==> config.mk <==
export PLATFORM = sky130hd
export DESIGN_NAME = refcounted_slot_cache_lookup
export DESIGN_NICKNAME = d
export VERILOG_FILES = /design/src/rscl_pkg.sv /design/src/rscl_ctrl.sv /design/src/rscl_datapath.sv /design/src/refcounted_slot_cache_lookup.sv
export SDC_FILE = /design/constraint.sdc
export NUM_CORES = 2
export LEC_CHECK = 0
export ABC_AREA = 1
export BUFFER_PORTS_ARGS = -buffer_cell sky130_fd_sc_hd__buf_2
export CORE_MARGIN = 10
export CORE_UTILIZATION = 35
export DETAILED_ROUTE_END_ITERATION = 10
export PLACE_DENSITY = 0.46
export SETUP_SLACK_MARGIN = 0.15
export SKIP_LAST_GASP = 1
export SLEW_MARGIN = 20
export SYNTH_ARGS = -nofsm -noshare
export SYNTH_HDL_FRONTEND = slang
export SYNTH_SLANG_ARGS = --single-unit
==> constraint.sdc <==
create_clock -name clk -period 5.8 [get_ports clk]
set_clock_uncertainty 0.1 [all_clocks]
set_input_delay 0.58 -clock clk [delete_from_list [all_inputs] [get_ports clk]]
set_output_delay 0.58 -clock clk [all_outputs]
set_load 0.02 [all_outputs]
==> src/rscl_pkg.sv <==
// Shared types and codes for the reference-counted slot cache lookup.
`default_nettype none

package rscl_pkg;

  // Request kinds.
  localparam logic KIND_LOCK   = 1'b0;
  localparam logic KIND_UNLOCK = 1'b1;

  // Reply status codes.
  localparam logic [2:0] STATUS_HIT    = 3'd0;
  localparam logic [2:0] STATUS_MISS   = 3'd1;
  localparam logic [2:0] STATUS_NULL   = 3'd2;
  localparam logic [2:0] STATUS_BUSY   = 3'd3;
  localparam logic [2:0] STATUS_UNLOCK = 3'd4;

  // Saturation limit of a reference count.
  localparam int         COUNT_BITS = 8;
  localparam logic [7:0] COUNT_MAX  = 8'd255;

  // Slots beyond this number have no transfer-idle bit.
  localparam int IDLE_BITS = 16;

  // Reset value of the slots-in-use register.
  localparam logic [4:0] SLOTS_IN_USE_RESET = 5'd16;

  // One request item.
  typedef struct packed {
    logic        kind;
    logic [31:0] address;
    logic [3:0]  release_slot;
    logic [15:0] transfer_idle;
  } request_t;

  // One reply item.
  typedef struct packed {
    logic [3:0] slot;
    logic [2:0] status;
  } reply_t;

  // Controller states.
  typedef enum logic {
    S_IDLE,
    S_LOOKUP
  } state_t;

  // Commands from the controller to the datapath.
  typedef struct packed {
    logic capture;
    logic execute;
  } cmd_t;

  // Status from the datapath to the controller.
  typedef struct packed {
    logic out_blocked;
  } stat_t;

endpackage

`default_nettype wire

==> src/rscl_ctrl.sv <==
// Controller state machine for the slot cache lookup.
`default_nettype none

module rscl_ctrl (
  input  wire                 clk,
  input  wire                 rst,
  input  wire                 request_valid,
  output logic                request_stall,
  input  rscl_pkg::stat_t     stat,
  output rscl_pkg::cmd_t      cmd
);

  rscl_pkg::state_t state;
  rscl_pkg::state_t state_next;

  // State register.
  always_ff @(posedge clk) begin
    if (rst) begin
      state <= rscl_pkg::S_IDLE;
    end else begin
      state <= state_next;
    end
  end

  // Next state and commands.
  always_comb begin
    state_next    = state;
    cmd           = '0;
    request_stall = 1'b1;
    case (state)
      rscl_pkg::S_IDLE: begin
        request_stall = 1'b0;
        if (request_valid) begin
          cmd.capture = 1'b1;
          state_next  = rscl_pkg::S_LOOKUP;
        end
      end
      rscl_pkg::S_LOOKUP: begin
        // Wait until the reply register can take the result.
        if (!stat.out_blocked) begin
          cmd.execute = 1'b1;
          state_next  = rscl_pkg::S_IDLE;
        end
      end
      default: begin
        state_next = rscl_pkg::S_IDLE;
      end
    endcase
  end

endmodule

`default_nettype wire

==> src/rscl_datapath.sv <==
// Datapath: slot addresses, reference counts, lookup and reply register.
`default_nettype none

module rscl_datapath #(
  parameter int SLOTS        = 16,
  parameter int ADDRESS_BITS = 32
) (
  input  wire                 clk,
  input  wire                 rst,
  input  rscl_pkg::request_t  request,
  input  wire                 config_write,
  input  wire  [4:0]          config_data,
  input  rscl_pkg::cmd_t      cmd,
  output rscl_pkg::stat_t     stat,
  output rscl_pkg::reply_t    reply,
  output logic                reply_valid,
  input  wire                 reply_stall
);

  localparam int IW = (SLOTS > 1) ? $clog2(SLOTS) : 1;

  rscl_pkg::request_t               req_q;
  logic [4:0]                       slots_in_use;
  logic [ADDRESS_BITS-1:0]          slot_addr [SLOTS];
  logic [rscl_pkg::COUNT_BITS-1:0]  slot_count [SLOTS];

  logic [ADDRESS_BITS+31:0] key_ext;
  logic [ADDRESS_BITS-1:0]  key;
  logic                     is_null;
  logic [SLOTS-1:0]         active;
  logic [SLOTS-1:0]         hit;
  logic [SLOTS-1:0]         free;
  logic [SLOTS-1:0]         rel_sel;
  logic [SLOTS-1:0]         hit_first;
  logic [SLOTS-1:0]         free_first;
  logic [SLOTS-1:0]         chosen;
  logic                     any_hit;
  logic                     any_free;
  logic [IW-1:0]            chosen_idx;
  logic [IW+3:0]            idx_ext;
  rscl_pkg::reply_t         result;

  // Request capture and the configuration register.
  always_ff @(posedge clk) begin
    if (cmd.capture) begin
      req_q <= request;
    end
  end

  always_ff @(posedge clk) begin
    if (rst) begin
      slots_in_use <= rscl_pkg::SLOTS_IN_USE_RESET;
    end else if (config_write) begin
      slots_in_use <= config_data;
    end
  end

  // The lookup key is the address taken modulo the stored address width.
  assign key_ext = {{ADDRESS_BITS{1'b0}}, req_q.address};
  assign key     = key_ext[ADDRESS_BITS-1:0];
  assign is_null = (key == '0);

  // Per-slot match, free and release flags.
  always_comb begin
    for (int s = 0; s < SLOTS; s++) begin
      // A register value of zero still enables slot zero.
      active[s] = (s == 0) || (s < int'(slots_in_use));
      hit[s]    = active[s] && (slot_addr[s] == key);
      if (s < rscl_pkg::IDLE_BITS) begin
        free[s]    = active[s] && (slot_count[s] == '0) && req_q.transfer_idle[s];
        rel_sel[s] = active[s] && (int'(req_q.release_slot) == s);
      end else begin
        free[s]    = 1'b0;
        rel_sel[s] = 1'b0;
      end
    end
  end

  // Lowest matching and lowest free slot, one-hot.
  assign hit_first  = hit & (~hit + SLOTS'(1));
  assign free_first = free & (~free + SLOTS'(1));
  assign any_hit    = |hit;
  assign any_free   = |free;
  assign chosen     = any_hit ? hit_first : free_first;

  // Encode the chosen slot number.
  always_comb begin
    chosen_idx = '0;
    for (int s = 0; s < SLOTS; s++) begin
      if (chosen[s]) begin
        chosen_idx = chosen_idx | IW'(s);
      end
    end
  end

  assign idx_ext = {4'b0000, chosen_idx};

  // Reply for the current request.
  always_comb begin
    result = '0;
    if (req_q.kind == rscl_pkg::KIND_UNLOCK) begin
      result.slot   = req_q.release_slot;
      result.status = rscl_pkg::STATUS_UNLOCK;
    end else if (is_null) begin
      result.status = rscl_pkg::STATUS_NULL;
    end else if (any_hit) begin
      result.slot   = idx_ext[3:0];
      result.status = rscl_pkg::STATUS_HIT;
    end else if (any_free) begin
      result.slot   = idx_ext[3:0];
      result.status = rscl_pkg::STATUS_MISS;
    end else begin
      result.status = rscl_pkg::STATUS_BUSY;
    end
  end

  // Slot state update, each slot under its own enable.
  always_ff @(posedge clk) begin
    if (rst) begin
      for (int s = 0; s < SLOTS; s++) begin
        slot_addr[s]  <= '0;
        slot_count[s] <= '0;
      end
    end else if (cmd.execute) begin
      for (int s = 0; s < SLOTS; s++) begin
        if (req_q.kind == rscl_pkg::KIND_UNLOCK) begin
          if (rel_sel[s] && (slot_count[s] != '0)) begin
            slot_count[s] <= slot_count[s] - rscl_pkg::COUNT_BITS'(1);
          end
        end else if (!is_null) begin
          if (any_hit) begin
            if (hit_first[s] && (slot_count[s] != rscl_pkg::COUNT_MAX)) begin
              slot_count[s] <= slot_count[s] + rscl_pkg::COUNT_BITS'(1);
            end
          end else if (free_first[s]) begin
            slot_addr[s]  <= key;
            slot_count[s] <= rscl_pkg::COUNT_BITS'(1);
          end
        end
      end
    end
  end

  // Reply register.
  always_ff @(posedge clk) begin
    if (rst) begin
      reply_valid <= 1'b0;
    end else if (cmd.execute) begin
      reply_valid <= 1'b1;
    end else if (!reply_stall) begin
      reply_valid <= 1'b0;
    end
  end

  always_ff @(posedge clk) begin
    if (cmd.execute) begin
      reply <= result;
    end
  end

  assign stat.out_blocked = reply_valid && reply_stall;

endmodule

`default_nettype wire

==> src/refcounted_slot_cache_lookup.sv <==
// Top level of the reference-counted slot cache lookup.
//
// Requests arrive on the request channel (request_valid, request_stall,
// request) and each gives exactly one item on the reply channel
// (reply_valid, reply_stall, reply). A lock request looks its address up in
// all active slots at once; a hit bumps the slot's count, a miss claims the
// lowest free slot, address zero answers null, and no free slot answers
// busy. An unlock request decrements the given slot's count.
// An accepted request is captured into a register; in the lookup state the
// parallel compare, priority pick and count update run and the reply is
// registered, and the block takes one request at a time. The reply sits in
// an output register. While the receiver stalls, the block still accepts
// one more request and holds it in the lookup state until the reply
// register frees. Synchronous reset clears all slot addresses and counts
// and sets slots_in_use to 16. config_write loads slots_in_use; the user
// must do so only while the block idles, which the block itself does not
// enforce.
`default_nettype none

module refcounted_slot_cache_lookup #(
  parameter int SLOTS        = 16,
  parameter int ADDRESS_BITS = 32
) (
  input  wire                 clk,
  input  wire                 rst,
  input  wire                 request_valid,
  output logic                request_stall,
  input  rscl_pkg::request_t  request,
  output logic                reply_valid,
  input  wire                 reply_stall,
  output rscl_pkg::reply_t    reply,
  input  wire                 config_write,
  input  wire  [4:0]          config_data
);

  rscl_pkg::cmd_t  cmd;
  rscl_pkg::stat_t stat;

  // Sequencing of capture and lookup.
  rscl_ctrl u_ctrl (
    .clk           (clk),
    .rst           (rst),
    .request_valid (request_valid),
    .request_stall (request_stall),
    .stat          (stat),
    .cmd           (cmd)
  );

  // Slot storage, lookup and reply register.
  rscl_datapath #(
    .SLOTS        (SLOTS),
    .ADDRESS_BITS (ADDRESS_BITS)
  ) u_datapath (
    .clk          (clk),
    .rst          (rst),
    .request      (request),
    .config_write (config_write),
    .config_data  (config_data),
    .cmd          (cmd),
    .stat         (stat),
    .reply        (reply),
    .reply_valid  (reply_valid),
    .reply_stall  (reply_stall)
  );

endmodule

`default_nettype wire
[After elaboration in Yosys (flattened, before gate mapping)]
Memories as Yosys holds them, arrays and structs flattened.
Cells that the tools add are included.
Storage, ports and cells
  register bits: 67
  RAM bits: 640
  input port bits: 63
  output and inout bits: 9
  word-level logic and storage cells: 710
  memories: 2
Cells by class
  add/sub/neg operators: 34
  $lt $le $gt $ge: 15
  equality and inequality tests: 48
  mux-type cells: 401
  bitwise logic cells: 69
  reductions and logical operators: 131
Memories
  u_datapath.slot_addr: depth 16, width 32, read ports 16, clocked after memory_dff 0, wr ports 16, line rscl_datapath.sv:24  | logic [ADDRESS_BITS-1:0] slot_addr [SLOTS];
  u_datapath.slot_count: depth 16, width 8, read ports 16, clocked after memory_dff 0, wr ports 16, line rscl_datapath.sv:25  | logic [rscl_pkg::COUNT_BITS-1:0] slot_count [SLOTS];
Operators by type and width (number)
  == test 32 bit: 16
  2-to-1 mux 32 bit: 16
  2-to-1 mux 8 bit: 48
  2-to-1 mux 1 bit: 315
  adder 8 x 1 -> 8 bit (second input constant): 16
  zero test 8 bit: 16
  != test 8 bit (second input constant): 16
  nonzero test 8 bit: 16
  subtractor 8 x 1 -> 8 bit (second input constant): 16
  logical AND 1 bit: 94
  OR 1 bit: 64
  < comparator 4 x 5 -> 1 bit (first input constant): 8
  2-to-1 mux 4 bit: 10
  adder 16 x 1 -> 16 bit (second input constant): 2
  bitwise AND 16 bit: 2
  == test 4 bit (second input constant): 8
  zero test 32 bit: 1
  inverter 16 bit: 2
  OR reduction 16 bit: 2
  < comparator 3 x 5 -> 1 bit (first input constant): 4
  OR reduction 18 bit: 1
  == test 4 x 3 -> 1 bit (second input constant): 4
  2-to-1 mux 16 bit: 1
  2-to-1 mux 3 bit: 5
  other kinds (10): 15

[Depth between registers and ports, before layout]
An unclocked memory read counts as a cell.
  word-level depth: 27
  gate-level depth with buffers: 30

[Modules after synthesis]
From an unflattened synthesis, not the netlist that was laid out.
Unflattened totals
  cell total of the unflattened synthesis: 4580
  area total of the unflattened synthesis: 41298.4 um^2
Modules (own cells, without submodules)
  rscl_datapath: times used 1, cells each 4570, area each 41242.1 um^2, sequential area each 21140.3 um^2
  rscl_ctrl: times used 1, cells each 10, area each 56.3 um^2, sequential area each 20.0 um^2

[Least setup slack after synthesis]
Ideal clock, no wire load.
  path type: reg-to-reg
  start point: reg u_datapath.req_q, in the netlist u_datapath.key[24]
  end point: mem u_datapath.slot_count[1][63] in the netlist's numbering, data pin
  arrival time: 3.780 ns
  required time: 5.382 ns
  setup slack: 1.602 ns
  stages on the path, launching flop included: 28
  clock period less this slack: 4.198 ns
  path through: edfxtp_1 -> buf_4 -> buf_4 -> xnor2_1 -> nand2_1 -> nor2_1 -> nand2_1 -> nor2_1 -> nand3_1 -> nand2_1 -> nor2_1 -> nand2_1 -> nor2_4 -> nor3_1 -> nand3_1 -> ha_1 -> a21oi_1 -> nand2_1 -> a21oi_1 -> inv_1 -> a21oi_1 -> inv_1 -> a21oi_1 -> o21bai_1 -> xor2_1 -> inv_1 -> nand2_1 -> a21oi_1
RTL lines
  start: declaration: line rscl_datapath.sv:22  | rscl_pkg::request_t req_q;
  start signal: assignment: line rscl_datapath.sv:46  | req_q <= request;
  end: declaration: line rscl_datapath.sv:25

==> results.tsv <==
stage	metric	value	unit
timing	RSZ-0062 raised after global routing	true	
layout	diodes inserted	0	
detailed_routing	Via density	5.18	
place	IO Port Bufs	71	
power_and_ir_drop	logic gate share of total power	14.5	%
power_and_ir_drop	Clock power frac	40.7	%
power_and_ir_drop	Power Density	285	mW/mm^2
power_and_ir_drop	switching fraction of total power	29.0	%
layout	Final #Nets	5154	
timing	FMAX	184	MHz
detailed_routing	DRC	0	
cts	Worst-path clk slew	60	ps
detailed_routing	DR top layer	met4	
logic_synthesis	Avg Cell Area, Syn	8.72	sq um
logic_synthesis	Synth area leaders	edfxtp_1 (51%), nand2_1 (10%), nor2_1 (8.6%), xnor2_1 (7.3%), inv_1 (4.0%)	
cts	CTS tree	yes	
worst_setup_path	register-to-register setup slack	380	ps
logic_synthesis	Post-Syn Instances	4742	
floorplan	DIE HEIGHT	364	microns
power_and_ir_drop	Pint	9660	uW
logic_synthesis	Distinct cells, synth	56	
detailed_routing	drt initial violations	3504	
timing	final setup fails	0	
power_and_ir_drop	Sequential Power Share	44.8	%
floorplan	Die Span X	364	microns
detailed_routing	via count	34100	
cts	Max Root-Sink Buffers	3	
place	dpl cells	6367	
logic_synthesis	Synth top area share	50.8	%
floorplan	IO Pins	72	
power_and_ir_drop	VDD IR max	0.000217	V
power_and_ir_drop	total power	13600	uW
detailed_routing	Met2 Routed Length	74.0	mm
global_routing	first-pass GRT wire length	234	mm
layout	final core area utilization	40.5	%
floorplan	Rows	126	
worst_setup_path	Critical Path RT	6180	ps
detailed_routing	metal3 WL	12.0	mm
timing	Worst Slack Setup Final	376	ps
logic_synthesis	share of synthesized flip-flops with an asynchronous set or reset	0	%
worst_setup_path	Crit. End Element	register	
cts	H-Tree Depth	3	
detailed_routing	Initial DRT Pass Iterations	7	
layout	P&R area growth vs syn	15.4	%
timing	Worst slew margin	31.1	%
floorplan	Initial Util	35.1	%
global_routing	initial antenna violation count	5	
detailed_routing	wire length on met1	74.3	mm
place	Detail Placement HPWL	120	mm
timing	minimum clock period	5420	ps
detailed_routing	wire per inst	25.1	microns
logic_synthesis	Syn. warnings	0	
logic_synthesis	EDFF count, synth	700	
detailed_routing	Routed Wire Length	165	mm
layout	layout cell share with drive strength beyond 1	9.02	%
logic_synthesis	Synth Cell Area	0.0414	sq mm
cts	CTS buffer count	87	
global_routing	GR Overflow Total	0	
timing	final period utilization	93.5	%
min_path	Hold WC Path Type	in -> reg	
power_and_ir_drop	Leak Pwr	0.0194	uW
layout	post-route insts no fill	6590	
floorplan	core area	0.118	sq mm
power_and_ir_drop	Net Switching	3940	uW
timing	pin slew with the least headroom to its limit	1030	ps
global_routing	largest net degree at the start of global routing	72	
worst_setup_path	crit path DAT	5810	ps
flow_run	max-capacitance violation count	0	
timing	Sum Neg Setup Slack	0	ps
worst_setup_path	CP startpoint kind	register	
global_routing	gr usage total	24.4	%
worst_setup_path	Crit Path Category	reg -> reg	
detailed_routing	Post-DRT Antenna Nets	0	
place	pre-CTS setup slack	12.7	ps
global_routing	vias in the first global route	32300	
logic_synthesis	largest area contributor in the netlist	edfxtp_1	
run_status	outcome	finished clean	
floorplan	total die area	0.132	sq mm
timing	max-slew violations	0	
cts	latest clock arrival within the worst-skew pair	700	ps
worst_setup_path	CP max FO	10	
timing	Hold Violations, Final	0	
logic_synthesis	most frequent cell after synthesis	nand2_1	
place	GP Congestion	0.945	
logic_synthesis	syn_nets	4914	
cts	clk root buf	clkbuf_16	
logic_synthesis	post-synthesis sequential area ratio	51.2	%
logic_synthesis	Post-synth top cells	nand2_1 (1145), nor2_1 (946), edfxtp_1 (700)	
logic_synthesis	Yosys reg bits	707	
cts	Clock Sinks	707	
logic_synthesis	Post-synth top flop	edfxtp_1	
==> logic make-up after synthesis <==
family,synth area share [%]
buffers and inverters,6.46
and+or+nand+nor,26.3
AOI/OAI and AO/OA,3.34
xor gates and xnor gates,9.13
DFF,51.2
adders and majority gates,3.57
==> through the flow <==
step | hold WS (ps) | area, sq um
final | 35.0 | 47700
after global routing | 20.1 | 47700
after CTS | 6.29 | 47600
after detailed placement | 411 | 44300
after global placement | 406 | 44300
after floorplan | 324 | 41400
==> worst max-delay path: stages (launching register included) <==
cell and delay (ps):
edfxtp_1 650, xnor2_1 630, nand2_1 110, nor2_1 190, nand2_1 70, nor2_1 320
nand3_1 120, nand2_1 240, nor2_1 70, nand2_1 180, nand4_1 270, or2_2 490
ha_1 400, a21oi_1 140, nand2_1 80, nand2_1 80, nand2_1 60, a21oi_1 190
o21ai_0 130, a21oi_1 170, xor2_1 90, or2_2 290, a21oi_1 140
==> path summary, 6_finish.rpt <==
path | start | end | cells after the start
setup / recovery | u_datapath.key[15]$_DFFE_PP_ | u_datapath.slot_count[1][55]$_SDFFCE_PP0P_ | 22
hold / removal | request[37] | u_datapath.key[17]$_DFFE_PP_ | 1
setup reg to reg | u_datapath.key[15]$_DFFE_PP_ | u_datapath.slot_count[1][55]$_SDFFCE_PP0P_ | 22
hold reg to reg | u_datapath.reply_valid$_SDFFE_PP0P_ | u_datapath.reply_valid$_SDFFE_PP0P_ | 2
==> flip-flops by register name (all words and copies together) (netlist names) <==
register	flops
u_datapath.slot_count	128
u_datapath.req_q	21
u_datapath.slots_in_use	5
u_datapath.key	32
u_ctrl.state	1
u_datapath.slot_addr	512
u_datapath.reply_valid	1
u_datapath.reply	7
==> power by group through the flow <==
stage	Clock (uW)	Combinational [uW]	Sequential, uW
after floorplan	0	1160	6120
after global placement	0	1910	6190
after detailed placement	0	1900	6190
after CTS	5630	1940	6090
after global routing	5850	2120	6110
final	5540	1970	6090
==> layout make-up <==
type                    count  area (sq um)
well taps                1536          1920
multi-input cells        3402         17600
repair buffers            315          2460
flip-flops and latches    707         21200
clock inverters            56           548
fillers                 11800         70000
inverters                 469          1780
clock buffers             105          2270
==> metal layers <==
| layer | global-route usage (%) | up-vias |
|---|---|---|
| met4 | 7.49 | 0 |
| met5 | 0 | - |
| li1 | - | 15900 |
| met1 | 34.6 | 16700 |
| met3 | 3.18 | 226 |
| met2 | 38.6 | 1336 |
==> layout by cell type, fill, tap and decap left out, types with 6 or more instances in the layout <==
| cell type | count |
|---|---|
| a21oi_1 | 93 |
| and2_1 | 32 |
| buf_12 | 12 |
| buf_2 | 70 |
| buf_4 | 183 |
| bufinv_16 | 7 |
| clkbuf_1 | 15 |
| clkbuf_16 | 87 |
| clkinv_1 | 31 |
| clkinv_2 | 15 |
| clkinvlp_4 | 10 |
| dfxtp_1 | 7 |
| dlygate4sd3_1 | 50 |
| edfxtp_1 | 700 |
| fa_1 | 15 |
| ha_1 | 94 |
| inv_1 | 443 |
| inv_2 | 8 |
| nand2_1 | 1145 |
| nand3_1 | 167 |
| nand3b_1 | 15 |
| nand4_1 | 114 |
| nor2_1 | 941 |
| nor3_1 | 100 |
| nor3b_1 | 21 |
| nor4_1 | 27 |
| o21a_1 | 8 |
| o21ai_0 | 96 |
| o21bai_1 | 6 |
| o22ai_1 | 10 |
| or2_2 | 24 |
| xnor2_1 | 343 |
| xor2_1 | 88 |
==> repair_timing <==
action	CTS	global route
buffers inserted	0	12
resized for setup	1	11
pin swaps	0	1
endpoints found under the setup margin	4	17
hold buffers	50	0
cloned	0	0
hold endpoints to repair	50	0
Note: power is estimated with default switching activity, not from simulation.
